## config.mk

```make
export PLATFORM = sky130hd
export DESIGN_NAME = charlieplex_seven_segment_terminal
export DESIGN_NICKNAME = d
export VERILOG_FILES = /design/src/csst_pkg.sv /design/src/charlieplex_seven_segment_terminal.sv
export VERILOG_INCLUDE_DIRS = /design/src /design/src/src
export SDC_FILE = /design/constraint.sdc
export NUM_CORES = 1
export LEC_CHECK = 0
export ABC_AREA = 1
export BUFFER_PORTS_ARGS = -buffer_cell sky130_fd_sc_hd__buf_2
export CORE_MARGIN = 5
export CORE_UTILIZATION = 57
export DETAILED_ROUTE_END_ITERATION = 6
export GPL_ROUTABILITY_DRIVEN = 0
export PLACE_DENSITY = 0.82
export SLEW_MARGIN = 25
export SYNTH_ARGS = -nofsm -noshare
export SYNTH_HDL_FRONTEND = slang
export SYNTH_SLANG_ARGS = --single-unit
```

## constraint.sdc

```tcl
create_clock -name aclk -period 2.64 [get_ports aclk]
set_input_delay 0.132 -clock aclk [delete_from_list [all_inputs] [get_ports aclk]]
set_output_delay 0.132 -clock aclk [all_outputs]
set_load 0.1 [all_outputs]
```

## src/charlieplex_seven_segment_terminal_defines.svh

```systemverilog
// Assertion macros shared by the charlieplex terminal RTL.
`ifndef CHARLIEPLEX_SEVEN_SEGMENT_TERMINAL_DEFINES_SVH
`define CHARLIEPLEX_SEVEN_SEGMENT_TERMINAL_DEFINES_SVH

// Same-cycle implication, disabled while reset is asserted.
`define CSST_ASSERT_NOW(label, clk, rstn, ante, cons) \
    label: assert property (@(posedge clk) disable iff (!(rstn)) (ante) |-> (cons)) \
        else $error("charlieplex terminal assertion failed");

// Next-cycle implication, disabled while reset is asserted.
`define CSST_ASSERT_NEXT(label, clk, rstn, ante, cons) \
    label: assert property (@(posedge clk) disable iff (!(rstn)) (ante) |=> (cons)) \
        else $error("charlieplex terminal assertion failed");

`endif

```

## src/csst_pkg.sv

```systemverilog
// Types, constants and glyph tables of the charlieplex seven-segment terminal.
`timescale 1ns / 1ps
`default_nettype none
package csst_pkg;

    typedef struct packed {
        logic       req_type;
        logic [7:0] rx_byte;
    } csst_in_t;

    typedef struct packed {
        logic [2:0] scan_digit;
        logic [8:0] line_output_enable;
        logic [8:0] line_level_high;
    } csst_out_t;

    localparam logic       REQ_BYTE     = 1'b0;
    localparam logic       REQ_TICK     = 1'b1;

    localparam logic [7:0] ESC_BYTE     = 8'h1B;
    localparam logic [7:0] DOT_BIT      = 8'h80;
    localparam logic [7:0] GLYPH_MASK   = 8'h7F;
    localparam logic [6:0] LAST_GLYPH   = 7'd52;
    localparam logic [6:0] BLANK_GLYPH  = 7'd53;
    localparam logic [6:0] HYPHEN_GLYPH = 7'd37;
    localparam logic [6:0] ALPHA_BASE   = 7'd10;
    localparam logic [7:0] BLANK_CODE   = 8'd53;

    localparam logic [7:0] CHAR_DIGIT_0 = 8'h30;
    localparam logic [7:0] CHAR_DIGIT_7 = 8'h37;
    localparam logic [7:0] CHAR_DIGIT_9 = 8'h39;
    localparam logic [7:0] CHAR_LOWER_A = 8'h61;
    localparam logic [7:0] CHAR_LOWER_Z = 8'h7A;
    localparam logic [7:0] CHAR_UPPER_A = 8'h41;
    localparam logic [7:0] CHAR_UPPER_Z = 8'h5A;
    localparam logic [7:0] CHAR_HYPHEN  = 8'h2D;
    localparam logic [7:0] CHAR_SPACE   = 8'h20;
    localparam logic [7:0] CHAR_DOT     = 8'h2E;

    localparam logic [7:0] CMD_LOCATE   = 8'h4C;
    localparam logic [7:0] CMD_CLEAR    = 8'h43;
    localparam logic [7:0] CMD_SHL      = 8'h3C;
    localparam logic [7:0] CMD_SHR      = 8'h3E;
    localparam logic [7:0] CMD_ROL      = 8'h5B;
    localparam logic [7:0] CMD_ROR      = 8'h5D;

    // Parser states, one-hot.
    typedef enum logic [3:0] {
        MODE_TEXT    = 4'b0001,
        MODE_ESC     = 4'b0010,
        MODE_LOCPOS  = 4'b0100,
        MODE_LOCCHAR = 4'b1000
    } csst_mode_t;

    // Returns {hit, glyph}; hit is set for a supported character other than the dot.
    function automatic logic [7:0] glyph_of(input logic [7:0] c);
        logic [7:0] res;
        res = 8'h00;
        if (c >= CHAR_DIGIT_0 && c <= CHAR_DIGIT_9) begin
            res = {1'b1, 7'(c - CHAR_DIGIT_0)};
        end else if (c >= CHAR_LOWER_A && c <= CHAR_LOWER_Z) begin
            res = {1'b1, 7'(c - CHAR_LOWER_A) + ALPHA_BASE};
        end else if (c >= CHAR_UPPER_A && c <= CHAR_UPPER_Z) begin
            res = {1'b1, 7'(c - CHAR_UPPER_A) + ALPHA_BASE};
        end else if (c == CHAR_HYPHEN) begin
            res = {1'b1, HYPHEN_GLYPH};
        end else if (c == CHAR_SPACE) begin
            res = {1'b1, BLANK_GLYPH};
        end
        return res;
    endfunction

    // Segment pattern of a glyph; bit 7 is the dot. Glyphs above the last one show blank.
    function automatic logic [7:0] glyph_segments(input logic [6:0] g);
        logic [7:0] s;
        case (g)
            7'd0:  s = 8'h3F;  7'd1:  s = 8'h06;  7'd2:  s = 8'h5B;  7'd3:  s = 8'h4F;
            7'd4:  s = 8'h66;  7'd5:  s = 8'h6D;  7'd6:  s = 8'h7D;  7'd7:  s = 8'h07;
            7'd8:  s = 8'h7F;  7'd9:  s = 8'h6F;  7'd10: s = 8'h5F;  7'd11: s = 8'h7C;
            7'd12: s = 8'h58;  7'd13: s = 8'h5E;  7'd14: s = 8'h7B;  7'd15: s = 8'h71;
            7'd16: s = 8'h3D;  7'd17: s = 8'h74;  7'd18: s = 8'h04;  7'd19: s = 8'h1E;
            7'd20: s = 8'h75;  7'd21: s = 8'h38;  7'd22: s = 8'h37;  7'd23: s = 8'h54;
            7'd24: s = 8'h5C;  7'd25: s = 8'h73;  7'd26: s = 8'h67;  7'd27: s = 8'h50;
            7'd28: s = 8'h6C;  7'd29: s = 8'h78;  7'd30: s = 8'h1C;  7'd31: s = 8'h3E;
            7'd32: s = 8'h7E;  7'd33: s = 8'h76;  7'd34: s = 8'h66;  7'd35: s = 8'h1B;
            7'd36: s = 8'h63;  7'd37: s = 8'h40;  7'd38: s = 8'h46;  7'd39: s = 8'h70;
            7'd40: s = 8'h52;  7'd41: s = 8'h64;  7'd42: s = 8'h01;  7'd43: s = 8'h02;
            7'd44: s = 8'h04;  7'd45: s = 8'h08;  7'd46: s = 8'h10;  7'd47: s = 8'h20;
            7'd48: s = 8'h80;  7'd49: s = 8'h0F;  7'd50: s = 8'h39;  7'd51: s = 8'h41;
            7'd52: s = 8'h48;
            default: s = 8'h00;
        endcase
        return s;
    endfunction

endpackage
`default_nettype wire

```

## src/charlieplex_seven_segment_terminal.sv

```systemverilog
// Top level of the charlieplexed eight-digit seven-segment terminal.
//
// Usage: the input channel (s_valid, s_ready, s_data) carries one transaction per
// received byte or per scan tick, selected by s_data.req_type. A byte transaction
// updates the eight-digit glyph buffer and the escape-sequence parser and yields no
// result. A tick transaction yields exactly one result transaction on the output
// channel (m_valid, m_ready, m_data): the scanned digit and its nine-line drive
// pattern (output enables and high levels), after which the scan moves on.
// Latency: a tick result is presented in the cycle after the tick is accepted.
// Throughput: one transaction per cycle unless a held result stalls it, bytes and ticks
// alike; all decoding is a single combinational pass from the state registers into
// the result register. Stall: while a result waits and m_ready is low, s_ready is low;
// the result register holds its transaction until it is taken. When m_ready is high a
// new transaction is accepted in the same cycle the held result leaves.
// Reset (aresetn low, synchronous): all digits go blank, the parser returns to
// text mode, the stored locate byte and the scan position clear, and no result
// is pending.
`timescale 1ns / 1ps
`default_nettype none
`include "charlieplex_seven_segment_terminal_defines.svh"
module charlieplex_seven_segment_terminal (
    input  wire logic                 aclk,
    input  wire logic                 aresetn,
    input  wire logic                 s_valid,
    output logic                      s_ready,
    input  wire csst_pkg::csst_in_t   s_data,
    output logic                      m_valid,
    input  wire logic                 m_ready,
    output csst_pkg::csst_out_t       m_data
);
    import csst_pkg::*;

    // Glyph buffer: digit 0 is leftmost, digit 7 rightmost. Bit 7 of a code is the dot.
    logic [7:0] codes_reg [8];
    logic [7:0] codes_next [8];
    csst_mode_t mode_reg, mode_next;
    logic [7:0] locate_reg, locate_next;
    logic [2:0] scan_reg, scan_next;

    logic      m_valid_reg, m_valid_next;
    csst_out_t m_data_reg, m_data_next;

    logic       accept;
    logic       accept_tick;
    logic       accept_byte;
    logic [7:0] c;
    logic [7:0] glyph_hit;
    logic [2:0] locate_pos;
    logic       locate_valid;

    // Tick decode signals.
    logic [7:0] scan_code;
    logic [6:0] scan_glyph;
    logic [7:0] scan_seg;
    logic [8:0] line_enable;
    logic [8:0] line_high;

    assign s_ready     = !m_valid_reg || m_ready;
    assign accept      = s_valid && s_ready;
    assign accept_tick = accept && (s_data.req_type == REQ_TICK);
    assign accept_byte = accept && (s_data.req_type == REQ_BYTE);
    assign c           = s_data.rx_byte;
    assign glyph_hit   = glyph_of(c);

    // Locate position p maps to digit 7-p, which is the complement of its low bits.
    assign locate_valid = (locate_reg >= CHAR_DIGIT_0) && (locate_reg <= CHAR_DIGIT_7);
    assign locate_pos   = ~locate_reg[2:0];

    // Byte parser and buffer update.
    always_comb begin
        for (int i = 0; i < 8; i++) begin
            codes_next[i] = codes_reg[i];
        end
        mode_next   = mode_reg;
        locate_next = locate_reg;
        if (accept_byte) begin
            unique case (mode_reg)
                MODE_TEXT: begin
                    if (c == ESC_BYTE) begin
                        mode_next = MODE_ESC;
                    end else if (c == CHAR_DOT) begin
                        codes_next[7] = codes_reg[7] | DOT_BIT;
                    end else if (glyph_hit[7]) begin
                        // Scroll in at the right with the dot clear.
                        for (int i = 0; i < 7; i++) begin
                            codes_next[i] = codes_reg[i + 1];
                        end
                        codes_next[7] = {1'b0, glyph_hit[6:0]};
                    end
                end
                MODE_ESC: begin
                    mode_next = MODE_TEXT;
                    case (c) inside
                        CMD_LOCATE: mode_next = MODE_LOCPOS;
                        CMD_CLEAR: begin
                            for (int i = 0; i < 8; i++) begin
                                codes_next[i] = BLANK_CODE;
                            end
                        end
                        CMD_SHL, CMD_ROL: begin
                            for (int i = 0; i < 7; i++) begin
                                codes_next[i] = codes_reg[i + 1];
                            end
                            codes_next[7] = (c == CMD_SHL) ? BLANK_CODE : codes_reg[0];
                        end
                        CMD_SHR, CMD_ROR: begin
                            for (int i = 1; i < 8; i++) begin
                                codes_next[i] = codes_reg[i - 1];
                            end
                            codes_next[0] = (c == CMD_SHR) ? BLANK_CODE : codes_reg[7];
                        end
                        default: begin
                            // Unknown commands, a second escape among them, are dropped.
                        end
                    endcase
                end
                MODE_LOCPOS: begin
                    locate_next = c;
                    mode_next   = MODE_LOCCHAR;
                end
                MODE_LOCCHAR: begin
                    mode_next = MODE_TEXT;
                    for (int i = 0; i < 8; i++) begin
                        if (locate_valid && (locate_pos == 3'(i))) begin
                            if (c == CHAR_DOT) begin
                                codes_next[i] = codes_reg[i] | DOT_BIT;
                            end else if (glyph_hit[7]) begin
                                codes_next[i] = {1'b0, glyph_hit[6:0]};
                            end
                        end
                    end
                end
                default: mode_next = MODE_TEXT;
            endcase
        end
    end

    // Tick decode: anode on line d+1, segment b on line b+2 unless that is the anode,
    // in which case the segment moves to line 1.
    always_comb begin
        scan_code  = codes_reg[scan_reg];
        scan_glyph = scan_code[6:0] & GLYPH_MASK[6:0];
        if (scan_glyph > LAST_GLYPH) begin
            scan_glyph = BLANK_GLYPH;
        end
        scan_seg = glyph_segments(scan_glyph) | (scan_code & DOT_BIT);
        line_high   = 9'(1) << scan_reg;
        line_enable = line_high;
        for (int b = 0; b < 8; b++) begin
            if (scan_seg[b]) begin
                if (b + 1 == int'(scan_reg)) begin
                    line_enable[0] = 1'b1;
                end else begin
                    line_enable[b + 1] = 1'b1;
                end
            end
        end
    end

    always_comb begin
        scan_next    = scan_reg;
        m_valid_next = m_valid_reg && !m_ready;
        m_data_next  = m_data_reg;
        if (accept_tick) begin
            scan_next                      = scan_reg + 3'd1;
            m_valid_next                   = 1'b1;
            m_data_next.scan_digit         = scan_reg;
            m_data_next.line_output_enable = line_enable;
            m_data_next.line_level_high    = line_high;
        end
    end

    always_ff @(posedge aclk) begin
        if (!aresetn) begin
            for (int i = 0; i < 8; i++) begin
                codes_reg[i] <= BLANK_CODE;
            end
            mode_reg    <= MODE_TEXT;
            locate_reg  <= 8'h00;
            scan_reg    <= 3'd0;
            m_valid_reg <= 1'b0;
        end else begin
            for (int i = 0; i < 8; i++) begin
                codes_reg[i] <= codes_next[i];
            end
            mode_reg    <= mode_next;
            locate_reg  <= locate_next;
            scan_reg    <= scan_next;
            m_valid_reg <= m_valid_next;
        end
    end

    // The result register carries no reset; m_valid_reg qualifies it.
    always_ff @(posedge aclk) begin
        m_data_reg <= m_data_next;
    end

    assign m_valid = m_valid_reg;
    assign m_data  = m_data_reg;

    // A tick produces a result for the digit that was current, and the scan advances.
    `CSST_ASSERT_NEXT(a_tick_result, aclk, aresetn, accept_tick, m_valid_reg && (m_data_reg.scan_digit == $past(scan_reg)))
    `CSST_ASSERT_NEXT(a_scan_advance, aclk, aresetn, accept_tick, scan_reg == $past(scan_reg) + 3'd1)
    // Exactly one line is high, and it is driven.
    `CSST_ASSERT_NOW(a_one_anode, aclk, aresetn, m_valid_reg, ($countones(m_data_reg.line_level_high) == 1) && ((m_data_reg.line_level_high & ~m_data_reg.line_output_enable) == 9'd0))
    // A byte never touches the scan position.
    `CSST_ASSERT_NEXT(a_byte_no_scan, aclk, aresetn, accept_byte, $stable(scan_reg))

endmodule
`default_nettype wire
```

# == After elaboration in Yosys (flattened, before gate mapping) ==
# Memory sizes are Yosys's and may differ from the RTL's. A register that Yosys moved wholly into a read port is not among the register bits.
# Cells that the tools add are included.
# word_totals
mem_bits_rw,64
latch_bits,0
regBits,37
wordCells,176
romBits,512
mem_count,2
# memory_table
memory,depth,width,read_ports,rd_clocked_by_memory_dff,wr,line,text
(no name shown),64,8,1,0,0,csst_pkg.sv:76,case (g)
codes_reg,8,8,9,1,8,charlieplex_seven_segment_terminal.sv:34,logic [7:0] codes_reg [8];
# classes
n_reduce_logical,24
n_mux,86
eq_ne,29
div,0
addsub,6
n_mul,0
shifts,1
order_cmp,9
n_bitwise,11
# op_table
op,n
two-way mux 64 bit,7
two-way mux 8 bit,41
case mux 64 bit (3 select lines),1
two-way mux 56 bit,1
"== test 8 x 6 -> 1 bit, second input constant",5
"== test 8 x 7 -> 1 bit, second input constant",4
two-way mux 1 bit,29
"greater-or-equal comparator 8 x 6 -> 1 bit, second input constant",2
"greater-or-equal comparator 8 x 7 -> 1 bit, second input constant",2
"less-or-equal comparator 8 x 6 -> 1 bit, second input constant",2
"less-or-equal comparator 8 x 7 -> 1 bit, second input constant",2
logical AND 1 bit,16
"adder 7 x 4 -> 7 bit, second input constant",2
"subtractor 7 bit, second input constant",2
"== test 3 bit, first input constant",4
"== test 3 bit, second input constant",4
case mux 4 bit (3 select lines),1
two-way mux 3 bit,3
"<< shifter 1 x 3 -> 9 bit, first input constant",1
"== test 8 x 5 -> 1 bit, second input constant",1
OR 1 bit,8
OR 8 bit,1
"greater-than comparator 7 x 6 -> 1 bit, second input constant",1
two-way mux 7 bit,1
20 further kinds,25

# == Logic depth before layout (Yosys ltp) ==
# An unclocked memory read counts as a cell.
# depth
depth_word,18
ltp_mapped,25
ltp_nobuf,24

# == Least setup slack after synthesis ==
# OpenSTA, ideal clock, no wires.
# synth_timing
kind,flip-flop to flip-flop
startpoint,"register m_valid_reg, in the netlist m_valid"
endpoint,register with a tool-made name
path_stages_with_launch,9
t_arrival_ns,3.111
synth_period_minus_slack_ns,3.236
setup_ns,0.125
required_ns,2.515
setup_slack_ns,-0.596
path_cell_list,dfxtp_1 > inv_1 > nor2_1 > inv_1 > nand2_1 > nor2_1 > inv_1 > o21ai_0 > a21oi_1
# synth_rtl
element,line,text
start: declaration,charlieplex_seven_segment_terminal.sv:40,"logic m_valid_reg, m_valid_next;"
start signal: assignment,charlieplex_seven_segment_terminal.sv:189,m_valid_reg <= m_valid_next;

==> metrics.cfg <==
[route]
drt-total-wl_mm = 24.4
antenna_left = 0
drt_pass1_iterations = 7
wl_per_cell_um = 16.9
met3_length_mm = 2.58
drt_iter0_drc = 1550
drc = 2
routed-wl-met2_mm = 10.8
wl_met1_mm = 9.47
top_layer = met4
vias = 8831
via_per_inst = 6.12

[job]
max-cap-violations = 0

[timing]
fin_crit_ps = 2740
fin_crit_sh_pct = 104
fin_hold_ws_ps = 104
slew_violations = 0
rsz0062_at_grt = yes
clock_skew_ps = 10.3
finalSetupTns_ps = -216
max-slew-margin-rel_pct = 51.2
tightestPinTransition_ps = 732
max_freq_ghz = 0.364
fin_ws_ps = -105
setup_viol = 4
hold_viol_final = 0

[die]
die_w_um = 126
core_area_um2 = 13200
die_h_um = 126
initial_core_util_pct = 57.7
row_count = 42
ios = 36
dieArea_um2 = 15800

[setup_path]
worst-r2r-cell-count = 23
start_kind = flop
required_ps = 2760
ff2ff_setup_slack_ps = -100
path_class = reg -> reg
crit_path_end = m_data[9]$_DFFE_PP_
worstPathArrival_ps = 2860
crit_fanout = 8
rr_endpoint = m_data[9]$_DFFE_PP_
critPathCaptureType = flop

[clock_tree]
clk_pin_slew_ps = 80
cts.sinks = 103
cts-root-buf = clkbuf_16
cts_buffers = 9
clk_latency_ps = 360
cts_buffer_depth = 2
cts-hold-fix-buffers = 0
cts_max_level = 3
cts_tree = yes

[grt]
grt_pass1_vias = 7722
overflow = 0
track_usage_pct = 28.7
grt_pass1_wl_mm = 37.5
grt_antenna_before_repair = 0
grt_max_degree = 53

[power]
total_power_w = 0.00497
p_per_area_nw_per_um2 = 550
ir_worst_vdd_mv = 0.272
p_leak_nw = 4.20

[placement]
dpl_worst_slack_ps = -84.4
hpwl_mm = 16.4
place_area_um2 = 8320
io_buffers = 34

[yosys]
synth_cells = 1194
ys_top_cells_by_area = dfxtp_1, nand2_1, o21ai_0
synth_area_um2 = 7610
yosysSeqAreaShare_pct = 29.7
synthDominantCellAreaShare_pct = 21.8
ys_seq_elements = 103
ys_types = 47
ys_warn_count = 0
syn_avg_cell_area_um2 = 6.37
yosys.area.top_type = dfxtp_1
syn-num-nets = 1231

[worst_hold_path]
min_path_type = in -> reg
min_delay_path_depth = 3

[layout]
antenna_cells = 0
largest_reg_flops = 64
n_fill_cell = 1097
area_delta_synth_final_pct = 18.8
fin_area_um2 = 9040
final_cell_mix = nand2_1, o21ai_0, inv_1
nets = 1298
final_common_cell = nand2_1
final_layout_size_suffix_gt1_share_pct = 19.7

[outcome]
violations = design-rule violations, negative setup slack
outcome = complete, but fails checks

-- per-stage QoR --
stage               utilization (%)  cells
finish                         68.5   1442
detailed placement             63.1   1418
global placement               63.1   1418
global route                   68.5   1442
CTS                            65.7   1434
floorplan                         -   1194
-- cell type report --
type	count	area (um2)	share of cell area [%]
inverter	168	651	7.20
sequential	103	2270	25.1
clock buffer	11	254	2.81
multi-input combinational	870	4750	52.6
clock inverter	5	38.8	0.429
tap	176	220	2.44
timing repair buffer	109	852	9.43
-- how the worst min path moves through the flow --
| stage | from | endpoint | slack (ps) |
|---|---|---|---|
| detailed placement | mode_reg[3]$_SDFFE_PN0P_ | mode_reg[3]$_SDFFE_PN0P_ | 480 |
| global route | s_data[2] | locate_reg[2]$_SDFFE_PN0P_ | 130 |
| CTS | s_data[2] | locate_reg[2]$_SDFFE_PN0P_ | 90 |
| finish | s_data[2] | locate_reg[2]$_SDFFE_PN0P_ | 100 |
| floorplan | s_data[2] | locate_reg[2]$_SDFFE_PN0P_ | 290 |
| global placement | mode_reg[3]$_SDFFE_PN0P_ | mode_reg[3]$_SDFFE_PN0P_ | 470 |
-- power breakdown --
part           switching, W  internal [W]  total (W)  leakage, nW
clock network      0.000654      0.000705    0.00136        0.138
registers         0.0000600       0.00172    0.00178        0.869
logic               0.00122      0.000603    0.00182         3.19
total               0.00194       0.00303    0.00497         4.20
-- routing by layer --
layer | vias to the layer above | track usage, %
met5 | - | 0
met4 | 0 | 16.9
met3 | 153 | 4.48
met2 | 640 | 43.8
met1 | 3913 | 38.3
li1 | 4125 | -
-- repair_timing --
item,in CTS,in global routing
endpoints found under the hold margin,0,0
cloned,0,2
pin swaps,4,23
setup buffers,0,6
endpoints found under the setup margin,2,8
resized for setup,18,79
-- synthesized netlist by cell type, drive strengths merged --
master / count
nand3: 99
a21o: 1
clkbuf: 34
nor3b: 1
nor3: 18
o22ai: 1
a31oi: 1
ha: 24
a21boi: 1
o21ai: 168
o2111ai: 3
dfxtp: 83
or2: 5
a22oi: 1
buf: 19
nand4: 15
o31ai: 2
a21oi: 97
edfxtp: 20
and2: 1
a32o: 1
nand3b: 1
nand2: 283
a211oi: 3
nor2: 75
inv: 168
a32oi: 1
xor2: 5
o211ai: 61
o21a: 1
conb: 1
-- worst max-delay path: stages (launching register included) --
cell,delay (ps)
dfxtp_4,430
inv_6,60
buf_12,140
nand2_1,60
nand3_1,70
nand3_1,130
nand2_2,90
nand2_2,70
nand2_2,50
nand2_2,70
nand2_4,70
nand3_4,100
inv_4,50
ha_4,150
inv_1,140
nand2_1,170
nand3_2,130
nand2_1,90
nand3_1,90
nand2_1,60
inv_2,70
nor2_1,60
nor2_1,100
nand2_1,50
-- logic make-up after synthesis --
| group | synth area share [%] |
|---|---|
| other | 0.0493 |
| AOI/OAI and AO/OA | 25.4 |
| xor gates and xnor gates | 0.576 |
| and+or+nand+nor | 28.8 |
| DFF | 29.7 |
| adders and majority gates | 3.95 |
| buffers and inverters | 11.5 |
(Power assumes the default switching activity.)
